`src/hw/rtl/mie_pkg.sv`:
```
package mie_pkg;

  // operand width of the whole block
  localparam int unsigned WIDTH = 32;
  // shift count width, enough for 0 .. WIDTH-1
  localparam int unsigned KW = $clog2(WIDTH);

  typedef logic [WIDTH-1:0] word_t;
  typedef logic [KW-1:0]    shamt_t;

  typedef enum logic [2:0] {
    ST_IDLE,
    ST_CHECK,
    ST_ALIGN,
    ST_SUB,
    ST_STEP,
    ST_FIN
  } state_e;

  // sequencer to division unit
  typedef struct packed {
    logic load;
    logic shift;
    logic sub;
  } div_ctl_t;

  // division unit to sequencer
  typedef struct packed {
    logic can_shift;
    logic k_zero;
  } div_stat_t;

endpackage

```
`src/hw/rtl/mie_divstep.sv`:
```
module mie_divstep (
  input  logic              clk_i,
  input  logic              rst_ni,
  input  mie_pkg::div_ctl_t ctl_i,
  input  mie_pkg::word_t    dividend_i,
  input  mie_pkg::word_t    divisor_i,
  input  mie_pkg::word_t    acc_init_i,
  input  mie_pkg::word_t    coeff_i,
  output mie_pkg::word_t    rem_o,
  output mie_pkg::word_t    acc_o,
  output mie_pkg::div_stat_t stat_o
);
  import mie_pkg::*;

  word_t  rem_q, rem_d;
  word_t  acc_q, acc_d;
  word_t  d_q, d_d;
  word_t  sd_q, sd_d;
  shamt_t k_q, k_d;

  logic            fits;
  logic [WIDTH:0]  d_dbl;

  assign d_dbl = {d_q, 1'b0};
  assign fits  = (d_q <= rem_q);

  assign stat_o.can_shift = (d_dbl <= {1'b0, rem_q});
  assign stat_o.k_zero    = (k_q == '0);

  always_comb begin
    rem_d = rem_q;
    acc_d = acc_q;
    d_d   = d_q;
    sd_d  = sd_q;
    k_d   = k_q;
    if (ctl_i.load) begin
      rem_d = dividend_i;
      acc_d = acc_init_i;
      d_d   = divisor_i;
      sd_d  = coeff_i;
      k_d   = '0;
    end else if (ctl_i.shift) begin
      d_d  = {d_q[WIDTH-2:0], 1'b0};
      sd_d = {sd_q[WIDTH-2:0], 1'b0};
      k_d  = k_q + shamt_t'(1);
    end else if (ctl_i.sub) begin
      // one quotient bit: subtract the shifted divisor, add the shifted coefficient
      if (fits) begin
        rem_d = rem_q - d_q;
        acc_d = acc_q + sd_q;
      end
      if (k_q != '0) begin
        d_d  = {1'b0, d_q[WIDTH-1:1]};
        sd_d = {1'b0, sd_q[WIDTH-1:1]};
        k_d  = k_q - shamt_t'(1);
      end
    end
  end

  always_ff @(posedge clk_i or negedge rst_ni) begin
    if (!rst_ni) begin
      k_q <= '0;
    end else begin
      k_q <= k_d;
    end
  end

  always_ff @(posedge clk_i) begin
    rem_q <= rem_d;
    acc_q <= acc_d;
    d_q   <= d_d;
    sd_q  <= sd_d;
  end

  assign rem_o = rem_q;
  assign acc_o = acc_q;

endmodule

```
`src/hw/rtl/modular_inverse_ext_euclid_unit.sv`:
```
// modular inverse by iterative extended euclid
//
// request channel: drive value_i and modulus_i and raise start; the request is
// taken at a rising edge where start is high and busy is low. busy stays high
// from the next cycle until the result is out.
// result channel: inverse_o, has_inverse_o and common_divisor_o are valid for
// exactly one cycle, marked by done_o. the receiver cannot stall; the result
// must be taken in that cycle. busy drops in the same cycle done_o rises, so a
// new request may be issued right then.
// each euclid step runs one shared shift/subtract/accumulate unit: a load in
// the check state, alignment shifts of the divisor, then restoring subtract
// steps, one quotient bit per step, a zero quotient still taking one subtract
// step, and a final step state that moves the remainder chain on. the longest
// runs for 32-bit operands come from consecutive fibonacci numbers. a zero
// modulus goes from the check state straight to the finish state.
// reset: the sequencer returns to idle, busy and done_o drop; no result is
// pending after reset.
module modular_inverse_ext_euclid_unit (
  input  logic           clk_i,
  input  logic           rst_ni,
  input  logic           start,
  output logic           busy,
  input  mie_pkg::word_t value_i,
  input  mie_pkg::word_t modulus_i,
  output logic           done_o,
  output mie_pkg::word_t inverse_o,
  output logic           has_inverse_o,
  output mie_pkg::word_t common_divisor_o
);
  import mie_pkg::*;

  state_e state_q, state_d;

  // remainder chain and coefficient magnitudes
  word_t r_prev_q, r_prev_d;
  word_t r_cur_q, r_cur_d;
  word_t s_prev_q, s_prev_d;
  word_t s_cur_q, s_cur_d;
  word_t m_q, m_d;
  // parity of the step count, gives the sign of s_prev
  logic  idx_q, idx_d;

  // result registers
  logic  done_q, done_d;
  word_t inv_q, inv_d;
  logic  ok_q, ok_d;
  word_t gcd_q, gcd_d;

  div_ctl_t  div_ctl;
  div_stat_t div_stat;
  word_t     div_rem;
  word_t     div_acc;

  logic  accept;
  logic  gcd_one;
  word_t red;

  assign accept = start && !busy;

  mie_divstep u_divstep (
    .clk_i      (clk_i),
    .rst_ni     (rst_ni),
    .ctl_i      (div_ctl),
    .dividend_i (r_prev_q),
    .divisor_i  (r_cur_q),
    .acc_init_i (s_prev_q),
    .coeff_i    (s_cur_q),
    .rem_o      (div_rem),
    .acc_o      (div_acc),
    .stat_o     (div_stat)
  );

  // next state
  always_comb begin
    state_d = state_q;
    case (state_q)
      ST_IDLE: begin
        if (start) begin
          state_d = ST_CHECK;
        end
      end
      ST_CHECK: begin
        // remainder zero ends the chain
        if (r_cur_q == '0) begin
          state_d = ST_FIN;
        end else begin
          state_d = ST_ALIGN;
        end
      end
      ST_ALIGN: begin
        if (!div_stat.can_shift) begin
          state_d = ST_SUB;
        end
      end
      ST_SUB: begin
        if (div_stat.k_zero) begin
          state_d = ST_STEP;
        end
      end
      ST_STEP: begin
        state_d = ST_CHECK;
      end
      ST_FIN: begin
        state_d = ST_IDLE;
      end
      default: begin
        state_d = ST_IDLE;
      end
    endcase
  end

  // sequencer outputs
  always_comb begin
    div_ctl = '0;
    busy    = 1'b1;
    case (state_q)
      ST_IDLE: begin
        busy = 1'b0;
      end
      ST_CHECK: begin
        div_ctl.load = (r_cur_q != '0);
      end
      ST_ALIGN: begin
        div_ctl.shift = div_stat.can_shift;
      end
      ST_SUB: begin
        div_ctl.sub = 1'b1;
      end
      default: begin
        div_ctl = '0;
      end
    endcase
  end

  // final reduction: s_prev never exceeds twice the modulus, one compare/subtract
  assign gcd_one = (r_prev_q == word_t'(1)) && (m_q != '0);
  assign red     = (s_prev_q >= m_q) ? (s_prev_q - m_q) : s_prev_q;

  // datapath registers
  always_comb begin
    r_prev_d = r_prev_q;
    r_cur_d  = r_cur_q;
    s_prev_d = s_prev_q;
    s_cur_d  = s_cur_q;
    m_d      = m_q;
    idx_d    = idx_q;
    done_d   = 1'b0;
    inv_d    = inv_q;
    ok_d     = ok_q;
    gcd_d    = gcd_q;
    if (accept) begin
      r_prev_d = value_i;
      r_cur_d  = modulus_i;
      s_prev_d = word_t'(1);
      s_cur_d  = '0;
      m_d      = modulus_i;
      idx_d    = 1'b0;
    end
    if (state_q == ST_STEP) begin
      // shift the chain by one euclid step
      r_prev_d = r_cur_q;
      r_cur_d  = div_rem;
      s_prev_d = s_cur_q;
      s_cur_d  = div_acc;
      idx_d    = ~idx_q;
    end
    if (state_q == ST_FIN) begin
      done_d = 1'b1;
      gcd_d  = r_prev_q;
      ok_d   = gcd_one;
      if (!gcd_one) begin
        inv_d = '0;
      end else if (!idx_q || red == '0) begin
        inv_d = red;
      end else begin
        // odd step count means negative coefficient
        inv_d = m_q - red;
      end
    end
  end

  always_ff @(posedge clk_i or negedge rst_ni) begin
    if (!rst_ni) begin
      state_q <= ST_IDLE;
      done_q  <= 1'b0;
    end else begin
      state_q <= state_d;
      done_q  <= done_d;
    end
  end

  always_ff @(posedge clk_i) begin
    r_prev_q <= r_prev_d;
    r_cur_q  <= r_cur_d;
    s_prev_q <= s_prev_d;
    s_cur_q  <= s_cur_d;
    m_q      <= m_d;
    idx_q    <= idx_d;
    inv_q    <= inv_d;
    ok_q     <= ok_d;
    gcd_q    <= gcd_d;
  end

  assign done_o           = done_q;
  assign inverse_o        = inv_q;
  assign has_inverse_o    = ok_q;
  assign common_divisor_o = gcd_q;

endmodule
```
`config.mk`:
```
export PLATFORM = sky130hd
export DESIGN_NAME = modular_inverse_ext_euclid_unit
export DESIGN_NICKNAME = d
export VERILOG_FILES = /design/src/hw/rtl/mie_pkg.sv /design/src/hw/rtl/mie_divstep.sv /design/src/hw/rtl/modular_inverse_ext_euclid_unit.sv
export SDC_FILE = /design/constraint.sdc
export NUM_CORES = 1
export LEC_CHECK = 0
export BUFFER_PORTS_ARGS = -buffer_cell sky130_fd_sc_hd__buf_4
export CAP_MARGIN = 15
export CORE_AREA = 3 3 222 224
export CTS_BUF_LIST = sky130_fd_sc_hd__clkbuf_4 sky130_fd_sc_hd__clkbuf_8
export DETAILED_ROUTE_END_ITERATION = 12
export DIE_AREA = 0 0 225 227
export GPL_ROUTABILITY_DRIVEN = 1
export PLACE_DENSITY = 0.66
export SETUP_SLACK_MARGIN = 0.15
export SYNTH_ARGS = -nofsm -noshare
export SYNTH_HDL_FRONTEND = slang
export SYNTH_SLANG_ARGS = --single-unit
```
`constraint.sdc`:
```
create_clock -name clk_i -period 16.5 [get_ports clk_i]
set_clock_uncertainty 0.1 [all_clocks]
set_input_delay 1.65 -clock clk_i [delete_from_list [all_inputs] [get_ports clk_i]]
set_output_delay 1.65 -clock clk_i [all_outputs]
set_load 0.01 [all_outputs]
```
# Yosys cells after proc, flatten, opt, wreduce, memory -nomap -nowiden
# Cells that the tools add are included.
[op_classes]
add_sub_neg = 6
order_cmp = 3
n_eq_ne = 10
muxes = 42
n_bitwise = 1
n_reduce_logical = 19
[op_table]
columns = ["op", "n"]
rows = [
  ["two-way mux 32 bit", 26],
  ["subtractor 32 bit", 3],
  ["zero test 32 bit", 2],
  ["nonzero test 32 bit", 2],
  ["<= comparator 33 x 32 -> 1 bit", 1],
  ["adder 32 bit", 1],
  ["== test 32 x 1 -> 1 bit (second input constant)", 1],
  [">= comparator 32 bit", 1],
  ["<= comparator 32 bit", 1],
  ["two-way mux 5 bit", 4],
  ["case mux 3 bit (5 select lines)", 1],
  ["two-way mux 3 bit", 4],
  ["two-way mux 1 bit", 7],
  ["== test 3 x 2 -> 1 bit (second input constant)", 2],
  ["== test 3 bit (second input constant)", 2],
  ["!= test 2 bit (second input constant)", 3],
  ["AND reduction 3 bit", 2],
  ["nonzero test 2 bit", 3],
  ["nonzero test 3 bit", 2],
  ["adder 5 x 1 -> 5 bit (second input constant)", 1],
  ["zero test 5 bit", 1],
  ["nonzero test 5 bit", 1],
  ["subtractor 5 x 1 -> 5 bit (second input constant)", 1],
  ["== test 3 x 1 -> 1 bit (second input constant)", 1],
  ["7 further kinds", 8],
]
[totals]
ff_bits = 363
inputBits = 67
out_inout_bits = 67
word_cells = 97

# Depth between registers and ports, before layout
# Gate-level depths: netlist of the first run.
[depth]
ltp_word = 5
ltp_mapped = 28
depth_no_buf = 25

# Cells and area by module
# From an unflattened synthesis of the first run, not the netlist that was laid out.
[unflattened]
hier_cells = 2324
area_unflattened_um2 = 24015.5
[by_module_without_submodules]
columns = ["module", "instances", "cells_per_inst", "area_per_inst_um2", "seq_area_each_um2"]
rows = [
  ["modular_inverse_ext_euclid_unit", 1, 1159, 13419.1, 6886.6],
  ["mie_divstep", 1, 1165, 10596.4, 3968.8],
]

# Least setup slack after synthesis of the first run
# OpenSTA, ideal clock, no wires.
[synth_path]
path_type = "register to register"
startpoint = "register u_divstep.d_q[0]"
endpoint = "register u_divstep.acc_q[0], in the netlist u_divstep.acc_o[0] (enable)"
setup_ns = 0.574
arrival_time_ns = 7.691
required_time_ns = 15.826
setup_slack_ns = 8.135
path_stages_with_launch = 18
path_buffers = 0
period_less_slack_ns = 8.365
path_cell_list = "edfxtp_1 ha_1 fa_1 nor2b_1 o21ai_0 a21boi_0 o21ai_0 a21boi_0 o21ai_0 a21boi_0 o21ai_0 a211oi_1 o31ai_1 nand2b_1 a21oi_1 o311ai_0 a221oi_1 o21ai_0"
[synth_via]
elab_chain_len = 4
elab_cells_between_ends = 6
cone_classes = "order compare: 2; eq/ne: 1; mux: 1; reduce/logical: 2"
[synth_rtl]
columns = ["element", "line", "text"]
rows = [
  ["start: declaration", "mie_divstep.sv:17", "word_t d_q, d_d;"],
  ["start signal: assignment", "mie_divstep.sv:71", "d_q <= d_d;"],
  ["<= comparator 33 x 32 -> 1 bit", "mie_divstep.sv:27", "assign stat_o.can_shift = (d_dbl <= {1'b0, rem_q});"],
  ["two-way mux 1 bit", "modular_inverse_ext_euclid_unit.sv:116", "case (state_q)"],
  ["!= test 2 x 1 -> 1 bit (no source line)", "-", ""],
  ["AND reduction 3 bit (no source line) *", "-", ""],
  ["end signal: assignment", "mie_divstep.sv:70", "acc_q <= acc_d;"],
  ["end: declaration", "mie_divstep.sv:16", "word_t acc_q, acc_d;"],
]
# Every way passes the cells marked *; elsewhere a longest branch is shown, timed or not.
# A chain may end at the register's enable or synchronous reset.

# Worst setup path after layout of the first run
[layout_path]
startpoint = "register s_prev_q[0]"
endpoint = "register inv_q[27], in the netlist inverse_o[27], data pin"
[layout_via]
elab_chain_len = 5
elab_cells_between_ends = 7
cone_classes = "add/sub: 2; order compare: 1; mux: 2; reduce/logical: 2"
[layout_rtl]
columns = ["element", "line", "text"]
rows = [
  ["start: declaration", "modular_inverse_ext_euclid_unit.sv:37", "word_t s_prev_q, s_prev_d;"],
  ["start signal: assignment", "modular_inverse_ext_euclid_unit.sv:195", "s_prev_q <= s_prev_d;"],
  ["subtractor 32 bit / >= comparator 32 bit (equally long branches)", "modular_inverse_ext_euclid_unit.sv:137", "assign red = (s_prev_q >= m_q) ? (s_prev_q - m_q) : s_prev_q;"],
  ["two-way mux 32 bit *", "modular_inverse_ext_euclid_unit.sv:137", ""],
  ["parallel branches: the longest is 2 deep, another holds subtractor 32 bit", "-", ""],
  ["two-way mux 32 bit *", "modular_inverse_ext_euclid_unit.sv:173", "end else if (!idx_q || red == '0) begin"],
  ["end signal: assignment", "modular_inverse_ext_euclid_unit.sv:199", "inv_q <= inv_d;"],
  ["end: declaration", "modular_inverse_ext_euclid_unit.sv:45", "word_t inv_q, inv_d;"],
]
# Mark *: on every way between the ends.

==> results of run 1 <==
==> through the flow <==
| stage | setup WS (ps) | hold slack [ps] | std cells | utilization [%] |
|---|---|---|---|---|
| global placement | 10200 | 368.4 | 2875 | 51.94 |
| floorplan | 8135 | 341.2 | 2203 | - |
| global route | 9448 | 397.3 | 2993 | 54.71 |
| detailed placement | 9954 | 374.5 | 2875 | 51.94 |
| finish | 9918 | 388.8 | 2994 | 54.72 |
| CTS | 9956 | 378.8 | 2993 | 54.71 |
==> cell usage in the layout, fill, tap and decap left out, types with 9 or more instances in the layout <==
master | netlist | routed
dfrtp_1 | 9 | 9
o211ai_1 | 13 | 13
mux2i_1 | 12 | 12
nand4_1 | 26 | 26
buf_4 | 6 | 147
maj3_1 | 11 | 11
nor4_1 | 32 | 31
a21o_1 | 56 | 56
nand3_1 | 32 | 31
nand2_1 | 181 | 181
a21oi_1 | 130 | 129
or2_2 | 12 | 11
inv_1 | 144 | 144
and3_1 | 19 | 19
xnor2_1 | 71 | 71
and2_1 | 77 | 77
ha_1 | 142 | 142
o22ai_1 | 11 | 11
xor2_1 | 51 | 51
a31oi_1 | 18 | 18
a22oi_1 | 33 | 33
nor2b_1 | 20 | 20
nand2b_1 | 21 | 20
a221o_1 | 32 | 32
edfxtp_1 | 354 | 354
o31ai_1 | 15 | 15
o21a_1 | 23 | 23
a21boi_0 | 10 | 10
a211oi_1 | 27 | 27
nor2_1 | 135 | 134
mux2_2 | 67 | 67
o21ai_0 | 112 | 111
clkbuf_4 | 0 | 17
nor3_1 | 60 | 60
clkinv_1 | 0 | 19
clkbuf_8 | 0 | 71
==> worst max-delay path, stage by stage (launching register included) <==
cell      delay (ps)
edfxtp_1         440
inv_1            110
ha_1             170
inv_1             60
fa_1             410
a21o_1           220
a221oi_2         380
o21ai_2          140
o221ai_4         480
nand2_4          440
mux2i_1          460
ha_1             300
a21oi_1          130
o21bai_1         130
a31oi_1          200
o31ai_1          130
o31a_1           170
o21ai_1          210
nand2_1          170
a221oi_1         470
o211ai_2         250
a31o_2           300
a21oi_1          170
xor2_1           170
o22ai_1          100
==> per-layer routing <==
| metal | track usage (%) | vias up | wire length [um] |
|---|---|---|---|
| met5 | 0 | - | 0 |
| met4 | 9.555 | 0 | 1992 |
| met3 | 4.075 | 129 | 4843 |
| met2 | 39.21 | 712 | 28690 |
| met1 | 33.62 | 8782 | 27860 |
| li1 | - | 8522 | - |
==> registers in the layout, summed over array words and instances (netlist names) <==
signal,flops
common_divisor_o,32
inverse_o,32
m_q,32
r_cur_q,32
r_prev_q,32
s_cur_q,32
s_prev_q,32
u_divstep.acc_o,32
u_divstep.d_q,32
u_divstep.rem_o,32
u_divstep.sd_q,32
u_divstep.k_q,5
state_q,3
done_o,1
has_inverse_o,1
idx_q,1
==> cell families (layout without fill, tap and decap cells) <==
group / Yosys count / after routing / share of synthesized area (%)
other: 0 / 1 / 0
AOI/OAI and AO/OA: 579 / 579 / 17.22
and+or+nand+nor: 659 / 659 / 14.25
muxes: 85 / 85 / 4.247
DFF: 363 / 363 / 46.88
adders and majority gates: 161 / 161 / 8.726
xor gates and xnor gates: 122 / 122 / 4.614
buffers and inverters: 234 / 409 / 4.063
==> final cells by class <==
cell class,instances,share of cell area (%)
diodes,1,0.009619
clock buffers,88,4.247
clock inverters,30,0.8176
inverters,144,2.078
multi-input cells,1606,43.92
flip-flops and latches,363,41.73
well taps,615,2.958
repair buffers,147,4.242
==> final timing paths <==
| kind | to | depth (start not counted) |
|---|---|---|
| min in group asynchronous | u_divstep.k_q[1] | 1 |
| min | common_divisor_o[10] | 0 |
| min reg2reg | common_divisor_o[10] | 0 |
| max | inverse_o[27] | 24 |
| max in group asynchronous | done_o | 1 |
| max reg2reg | inverse_o[27] | 24 |
==> reports/metrics.yaml, run 1 <==
crit_required_ps: 16760
crit_start: "s_prev_q[0]"
die_y_um: 227
syn_nets: 2417
drc: 0
rows: 80
fmax_mhz: 151.9
yosys_warnings: 0
yosysMostFrequentCell: "edfxtp_1"
clk_pin_slew_ps: 60
antenna_left: 0
cts_made_buffers: 66
drt_iter0_drc: 1620
seq_area_sq_um: 10860
cp-end-kind: "flip-flop"
syn_inst: 2203
critical_path_class: "flip-flop to flip-flop"
synth_top_cells_by_area: "edfxtp_1 (46%), ha_1 (7.7%), mux2_2 (3.3%)"
synth_top_cells_by_count: "edfxtp_1 (354), nand2_1 (181), inv_1 (144)"
clockBufferDepth: 3
place_hpwl_um: 45650
grt_pass1_vias: 17690
min-delay-path-class: "flip-flop to flip-flop"
start_kind: "flip-flop"
cts-root-buf: "clkbuf_8"
synth_edf_count: 354
worst_pin_slew_ps: 1181
cts_max_level: 3
yosys.cell_types.count: 91
grt_max_degree: 110
fillCellCount: 4079
initial_core_util_pct: 48.70
wl_um: 63380
antenna_found_initial: 4
area_growth_pct: 12.35
worst_slew_margin_rel_pct: 21.25
gr-total-overflow: 0
netlist_area_sq_um: 23160
core_sq_um: 47550
synth_top_flop_cell: "edfxtp_1"
gp_congestion: 0.9159
fin_crit_ps: 6582
cts_tree: "yes"
r2r_start: "s_prev_q[0]"
yosysTopAreaCellShare_pct: 45.91
avgSynthCellArea_sq_um: 10.51
finalCritPeriodShare_pct: 39.89
rsz0062_at_grt: "no"
ys_ff_latch: 363
final_nets: 2542
grt_pass1_wl_um: 97900
avgViaCountPerCell: 6.060
io_buffers: 133
io_pins: 134
multi_input_area_sq_um: 11430
layout-drive-gt1-share_pct: 15.90
setup_violations: 0
die_x_um: 225
vias: 18150
hold_viol: 0
fin_setup_tns_ps: 0
r2r_setup_slack_ps: 9920
yosys.area.top_type: "edfxtp_1"
ys_async_sr_fraction_pct: 2.479
outcome: "completed"
cap_violations: 0
cts_resized: 0
design_area_sq_um: 26020
cts_setup_buffers: 0
worstPathArrival_ps: 6840
worstSkewPairLatency_ps: 620
postCtsHoldBufs: 0
min_from: "r_prev_q[10]"
die-area_sq_um: 51080
drt-wirelength-per-cell_um: 21.17
first_pass_iters: 6
placed_area_sq_um: 24700
drv_slew: 0
grt_usage_pct: 24.49
seq_area_frac_synth_pct: 46.88
crit_fanout: 35
clock_sinks: 363
Power of run 1 is left out: the tool's default activity adds up to more than one toggle a clock period on the data nets, which glitch-free logic cannot reach.
==> run 2, diff against run 1 <==
--- a/config.mk
+++ b/config.mk
@@ -5,14 +5,15 @@
 export SDC_FILE = /design/constraint.sdc
 export NUM_CORES = 1
 export LEC_CHECK = 0
+export ABC_AREA = 1
 export BUFFER_PORTS_ARGS = -buffer_cell sky130_fd_sc_hd__buf_4
 export CAP_MARGIN = 15
-export CORE_AREA = 3 3 222 224
+export CORE_AREA = 3 3 229 231
 export CTS_BUF_LIST = sky130_fd_sc_hd__clkbuf_4 sky130_fd_sc_hd__clkbuf_8
 export DETAILED_ROUTE_END_ITERATION = 12
-export DIE_AREA = 0 0 225 227
+export DIE_AREA = 0 0 232 234
 export GPL_ROUTABILITY_DRIVEN = 1
-export PLACE_DENSITY = 0.66
+export PLACE_DENSITY = 0.65
 export SETUP_SLACK_MARGIN = 0.15
 export SYNTH_ARGS = -nofsm -noshare
 export SYNTH_HDL_FRONTEND = slang
==> constraint.sdc (replaced) <==
create_clock -name clk_i -period 6.6 [get_ports clk_i]
set_clock_uncertainty 0.1 [all_clocks]
set_input_delay 0.66 -clock clk_i [delete_from_list [all_inputs] [get_ports clk_i]]
set_output_delay 0.66 -clock clk_i [all_outputs]
set_load 0.01 [all_outputs]
==> reports/metrics.yaml, run 2 <==
die_x_um: 232  # +3.1%
avgSynthCellArea_sq_um: 7.878  # -25%
core_sq_um: 50270  # +5.7%
vias: 22470  # +24%
dp_cells: 3867  # +35%
hold_slack_ps: 117.0  # -271.7 ps
cts_max_level: 3  # unchanged
yosys.cell_types.count: 57  # -37%
crit_fanout: 59  # +69%
synth_top_flop_cell: "edfxtp_1"
ys_ff_latch: 363  # unchanged
min-delay-path-class: "input pin to flip-flop"
finalCritPeriodShare_pct: 80.20  # +40 points
die_y_um: 234  # +3.1%
crit_slowest_cell: "nand2_4"
io_pins: 134  # unchanged
seq_area_sq_um: 10860  # unchanged
yosys_warnings: 0  # unchanged
worstPathArrival_ps: 5580  # -1260 ps
antenna_left: 0  # unchanged
cp-end-kind: "flip-flop"
fmax_mhz: 188.9  # +24%
min_from: "modulus_i[6]"
area_growth_pct: 12.42  # about the same
first_pass_iters: 9  # +3
final_nets: 3482  # +37%
grt_usage_pct: 31.17  # +6.7 points
avgViaCountPerCell: 5.629  # -7.1%
yosysTopAreaCellShare_pct: 43.23  # -2.7 points
fin_crit_ps: 5293  # -1289 ps
wl_um: 84690  # +34%
grt_max_degree: 103  # -6.4%
netlist_area_sq_um: 24590  # +6.2%
cts_tree: "yes"
drt-wirelength-per-cell_um: 21.22  # +0.22%
cp_common_cell: "nand2_1"
syn_nets: 3335  # +38%
hold_viol: 0  # unchanged
cts-root-buf: "clkbuf_8"
grt_pass1_vias: 22020  # +24%
layout-drive-gt1-share_pct: 10.52  # -5.4 points
ys_async_sr_fraction_pct: 2.479  # unchanged
r2r_end: "inverse_o[31]"
gr-total-overflow: 0  # unchanged
fin_setup_tns_ps: 0  # unchanged
grt_pass1_wl_um: 129000  # +32%
synth_top_cells_by_count: "nand2_1 (893), inv_1 (498), edfxtp_1 (354)"
syn_inst: 3121  # +42%
clock_sinks: 363  # unchanged
drv_slew: 0  # unchanged
hold_depth: 1  # +1
clk_pin_slew_ps: 60  # about the same
setup_violations: 0  # unchanged
dp_slack_ps: 1401  # -8553 ps
rows: 82  # +2.5%
layout_common_cells: "nand2_1 (888), inv_1 (497), edfxtp_1 (354)"
drt_iter0_drc: 2119  # +31%
yosys.area.top_type: "edfxtp_1"
fillCellCount: 4770  # +17%
drc: 0  # unchanged
die-area_sq_um: 54290  # +6.3%
place_hpwl_um: 65050  # +42%
setup_ws_ps: 1307  # -8611 ps
r2r_start: "s_prev_q[0]"
reg2reg_depth: 31  # +29%
yosysMostFrequentCell: "nand2_1"
initial_core_util_pct: 48.91  # +0.20 points
hold_end: "m_q[6]"
worstSkewPairLatency_ps: 660  # +40 ps
synth_top_cells_by_area: "edfxtp_1 (43%), nand2_1 (14%), inv_1 (7.6%)"
clockBufferDepth: 3  # unchanged
r2r_setup_slack_ps: 1310  # -8610 ps
synth_edf_count: 354  # unchanged
start_kind: "flip-flop"
max_stage_delay_ps: 450  # -30 ps
gp_congestion: 0.9599  # +4.8%
cts_made_buffers: 70  # +6.1%
seq_area_frac_synth_pct: 44.15  # -2.7 points
critical_path_class: "flip-flop to flip-flop"
multi_input_area_sq_um: 11490  # +0.58%
outcome: "completed"
worst_slew_margin_rel_pct: 24.61  # +3.4 points
crit_required_ps: 6890  # -9870 ps
antenna_found_initial: 1  # -3
rsz0062_at_grt: "no"
final_common_cell: "nand2_1"
worst_pin_slew_ps: 1131  # -50.32 ps
io_buffers: 133  # unchanged
cap_violations: 0  # unchanged
fin_cells: 3992  # +33%
[run 2: area by class of cell]
cell class                 instances  share of cell area, %
multi-input combinational       2171                  41.58
sequential                       363                  39.27
clock buffer                      93                  4.201
tap                              672                  3.042
timing repair buffer             148                  4.119
clock inverter                    30                 0.7786
antenna                            1               0.009053
inverter                         514                  6.998
[run 2: critical path: cells and delay by family (launching register included)]
| family | cells | cell delay, ps |
|---|---|---|
| compound gates | 2 | 380 |
| fa+ha+maj | 3 | 910 |
| buf+inv | 4 | 300 |
| flops | 1 | 420 |
| simple gates | 22 | 2890 |
[run 2: cell families (layout without fill, tap and decap cells)]
| family | count (synthesis) | in the layout | share of synthesized area (%) |
|---|---|---|---|
| AO/OA/AOI/OAI | 456 | 456 | 10.91 |
| XOR/XNOR | 49 | 49 | 1.745 |
| adder cells (fa/ha/maj) | 147 | 147 | 7.633 |
| buffers and inverters | 587 | 785 | 9.262 |
| flip-flops | 363 | 363 | 44.15 |
| multiplexers | 1 | 1 | 0.04071 |
| other | 0 | 1 | 0 |
| AND/OR/NAND/NOR | 1518 | 1518 | 26.26 |
[run 2: how the worst max path moves through the flow]
stage,slack (ps),cells after the start,startpoint,to
final,1310,31,s_prev_q[0],inverse_o[31]
after global routing,780,29,s_prev_q[0],inverse_o[31]
after CTS,1360,29,s_prev_q[0],inverse_o[23]
after detailed placement,1400,29,s_prev_q[0],inverse_o[23]
after global placement,1410,28,m_q[0],inverse_o[31]
after floorplan,1000,2,state_q[2],done_o
[run 2: per-stage QoR]
step                util [%]  cell area (sq um)
floorplan                  -              24590
global placement       52.22              26250
detailed placement     52.22              26250
CTS                    54.98              27640
global route           54.98              27640
finish                 54.98              27640
[run 2: routing by layer]
| metal | wire length [um] | GRT usage [%] |
|---|---|---|
| met1 | 34900 | 40.37 |
| met2 | 40850 | 53.14 |
| met3 | 5658 | 4.410 |
| met4 | 3287 | 12.01 |
| met5 | 0 | 0 |
[run 2: timing repair]
| item | CTS | global route |
|---|---|---|
| endpoints found under the hold margin | 9 | 0 |
| resized for setup | 0 | 0 |
| setup buffers | 0 | 0 |
| hold buffers | 1 | 0 |
Power of run 2 is left out for the same reason.
==> run 3, diff against run 2 <==
==> constraint.sdc (replaced) <==
create_clock -name clk_i -period 5.5 [get_ports clk_i]
set_clock_uncertainty 0.1 [all_clocks]
set_input_delay 0.55 -clock clk_i [delete_from_list [all_inputs] [get_ports clk_i]]
set_output_delay 0.55 -clock clk_i [all_outputs]
set_load 0.01 [all_outputs]
==> reports/metrics.yaml, run 3 (synthesized netlist as in run 2, its figures left out) <==
outcome: "completed"
drt_iter0_drc: 2227  # +5.1%
setup_ws_ps: 578.5  # -728.1 ps
worst_pin_slew_ps: 1033  # -97.86 ps
clock_sinks: 363  # unchanged
gp_congestion: 0.9939  # +3.5%
fillCellCount: 4794  # +0.50%
clockBufferDepth: 3  # unchanged
dp_cells: 3882  # +0.39%
power_density_nw_per_um2: 750.1
setup_violations: 0  # unchanged
worst_slew_margin_rel_pct: 31.13  # +6.5 points
critical_path_class: "flip-flop to flip-flop"
area_growth_pct: 13.29
grt_max_degree: 83  # -19%
start_kind: "flip-flop"
final_common_cell: "nand2_1"
wl_um: 85300  # +0.72%
antenna_left: 0  # unchanged
place_hpwl_um: 65510  # +0.72%
clk_pin_slew_ps: 60  # about the same
vias: 22610  # +0.61%
seq_area_sq_um: 10860  # unchanged
finalCritPeriodShare_pct: 89.48  # +9.3 points
grt_pass1_vias: 22390  # +1.7%
worstPathArrival_ps: 5210  # -370 ps
worstSkewPairLatency_ps: 670  # about the same
irDropWorstVdd_mv: 0.4877
cts_setup_buffers: 0  # unchanged
rsz0062_at_grt: "no"
cap_violations: 0  # unchanged
drt-wirelength-per-cell_um: 21.22  # about the same
final_nets: 3519  # +1.1%
die_x_um: 232  # unchanged
die_y_um: 234  # unchanged
grt_pass1_wl_um: 129900  # +0.68%
layout_common_cells: "nand2_1 (888), inv_1 (497), edfxtp_1 (354)"
crit_fanout: 37  # -37%
rows: 82  # unchanged
cts_made_buffers: 68  # -2.9%
fin_setup_tns_ps: 0  # unchanged
hold_viol: 0  # unchanged
cts-root-buf: "clkbuf_8"
fin_cells: 4019  # +0.68%
multi_input_area_sq_um: 11500  # about the same
utilization_pct: 55.41  # +0.43 points
die-area_sq_um: 54290  # unchanged
fmax_mhz: 203.2  # +7.6%
drv_slew: 0  # unchanged
grt_usage_pct: 31.43  # +0.26 points
finalPower_w: 0.02090
layout-drive-gt1-share_pct: 10.61  # +0.091 points
p_leak_nw: 13.13
cts_resized: 0  # unchanged
avgViaCountPerCell: 5.625  # about the same
cts_tree: "yes"
antenna_found_initial: 5  # +4
min-delay-path-class: "input pin to flip-flop"
io_buffers: 133  # unchanged
cts_max_level: 3  # unchanged
io_pins: 134  # unchanged
cp-end-kind: "flip-flop"
gr-total-overflow: 0  # unchanged
n_antenna_cell: 0  # -1
fin_crit_ps: 4921  # -371.9 ps
initial_core_util_pct: 48.91  # unchanged
core_sq_um: 50270  # unchanged
first_pass_iters: 6  # -3
crit_required_ps: 5780  # -1110 ps
dp_slack_ps: 653.0  # -747.9 ps
drc: 0  # unchanged
[run 3: cell types whose count changed in the layout (fill, tap and decap cells not counted), sizes merged]
cell	delta
clkbuf	-2
buf	+16
clkinvlp	+3
clkinv	-7
inv	-2
bufinv	-2
diode	-1
dlygate4sd3	+22
[run 3: layout make-up]
class | instances | area share (%)
Tap cell | 672 | 3.018
Clock inverter | 22 | 0.3908
Clock buffer | 90 | 4.065
Sequential cell | 363 | 38.97
Multi-Input combinational cell | 2171 | 41.28
Inverter | 514 | 6.944
Timing Repair Buffer | 187 | 5.327
[run 3: final timing paths]
| check | startpoint | endpoint | slack (ps) | depth (start not counted) |
|---|---|---|---|---|
| worst max-delay path | s_prev_q[0] | inverse_o[5] | 580 | 23 |
| worst min-delay path | modulus_i[23] | m_q[23] | 60 | 1 |
| worst max register to register | s_prev_q[0] | inverse_o[5] | 580 | 23 |
| worst min register to register | r_prev_q[14] | common_divisor_o[14] | 400 | 0 |
| max in group asynchronous | rst_ni | u_divstep.k_q[0] | 4990 | 2 |
| min in group asynchronous | rst_ni | state_q[2] | 170 | 2 |
[run 3: report_power, final]
group          internal [W]  total, W  switching (W)
registers           0.00488   0.00563       0.000746
logic               0.00412    0.0127        0.00860
clock network       0.00133   0.00255        0.00122
[run 3: worst max-delay path, stage by stage (launching register included)]
cell and delay (ps):
edfxtp_1 410, inv_1 100, ha_1 140, inv_1 70
fa_1 430, nand3_1 110, nand3_2 140, nand2_1 90
nand2_1 110, nand2_1 140, nand3_2 120, nand2_4 90
nand2_4 230, buf_4 300, o21ai_1 370, nand2_1 90
nor2_1 120, nand2_1 90, nor2_1 200, nand2_1 180
nand2_4 290, inv_2 340, nor2_1 260, nor2_1 120
[run 3: layer usage]
layer / GRT usage [%] / vias to the layer above / wire length [um]
met2: 53.54 / 920 / 41120
li1: - / 10760 / -
met3: 4.628 / 185 / 5879
met5: 0 / - / 0
met4: 14.14 / 0 / 3881
met1: 39.77 / 10740 / 34410
[run 3: metrics by stage]
stage	hold slack [ps]	area, sq um
after floorplan	154.4	24590
after global placement	280.4	26360
after detailed placement	284.2	26360
after CTS	8.949	27830
after global routing	35.03	27860
final	55.85	27860
[run 3: repair_timing]
item | in CTS | in global routing
endpoints found under the hold margin | 31 | 0
endpoints found under the setup margin | 0 | 0
hold buffers | 23 | 0
Note: power is estimated with default switching activity, not from simulation.
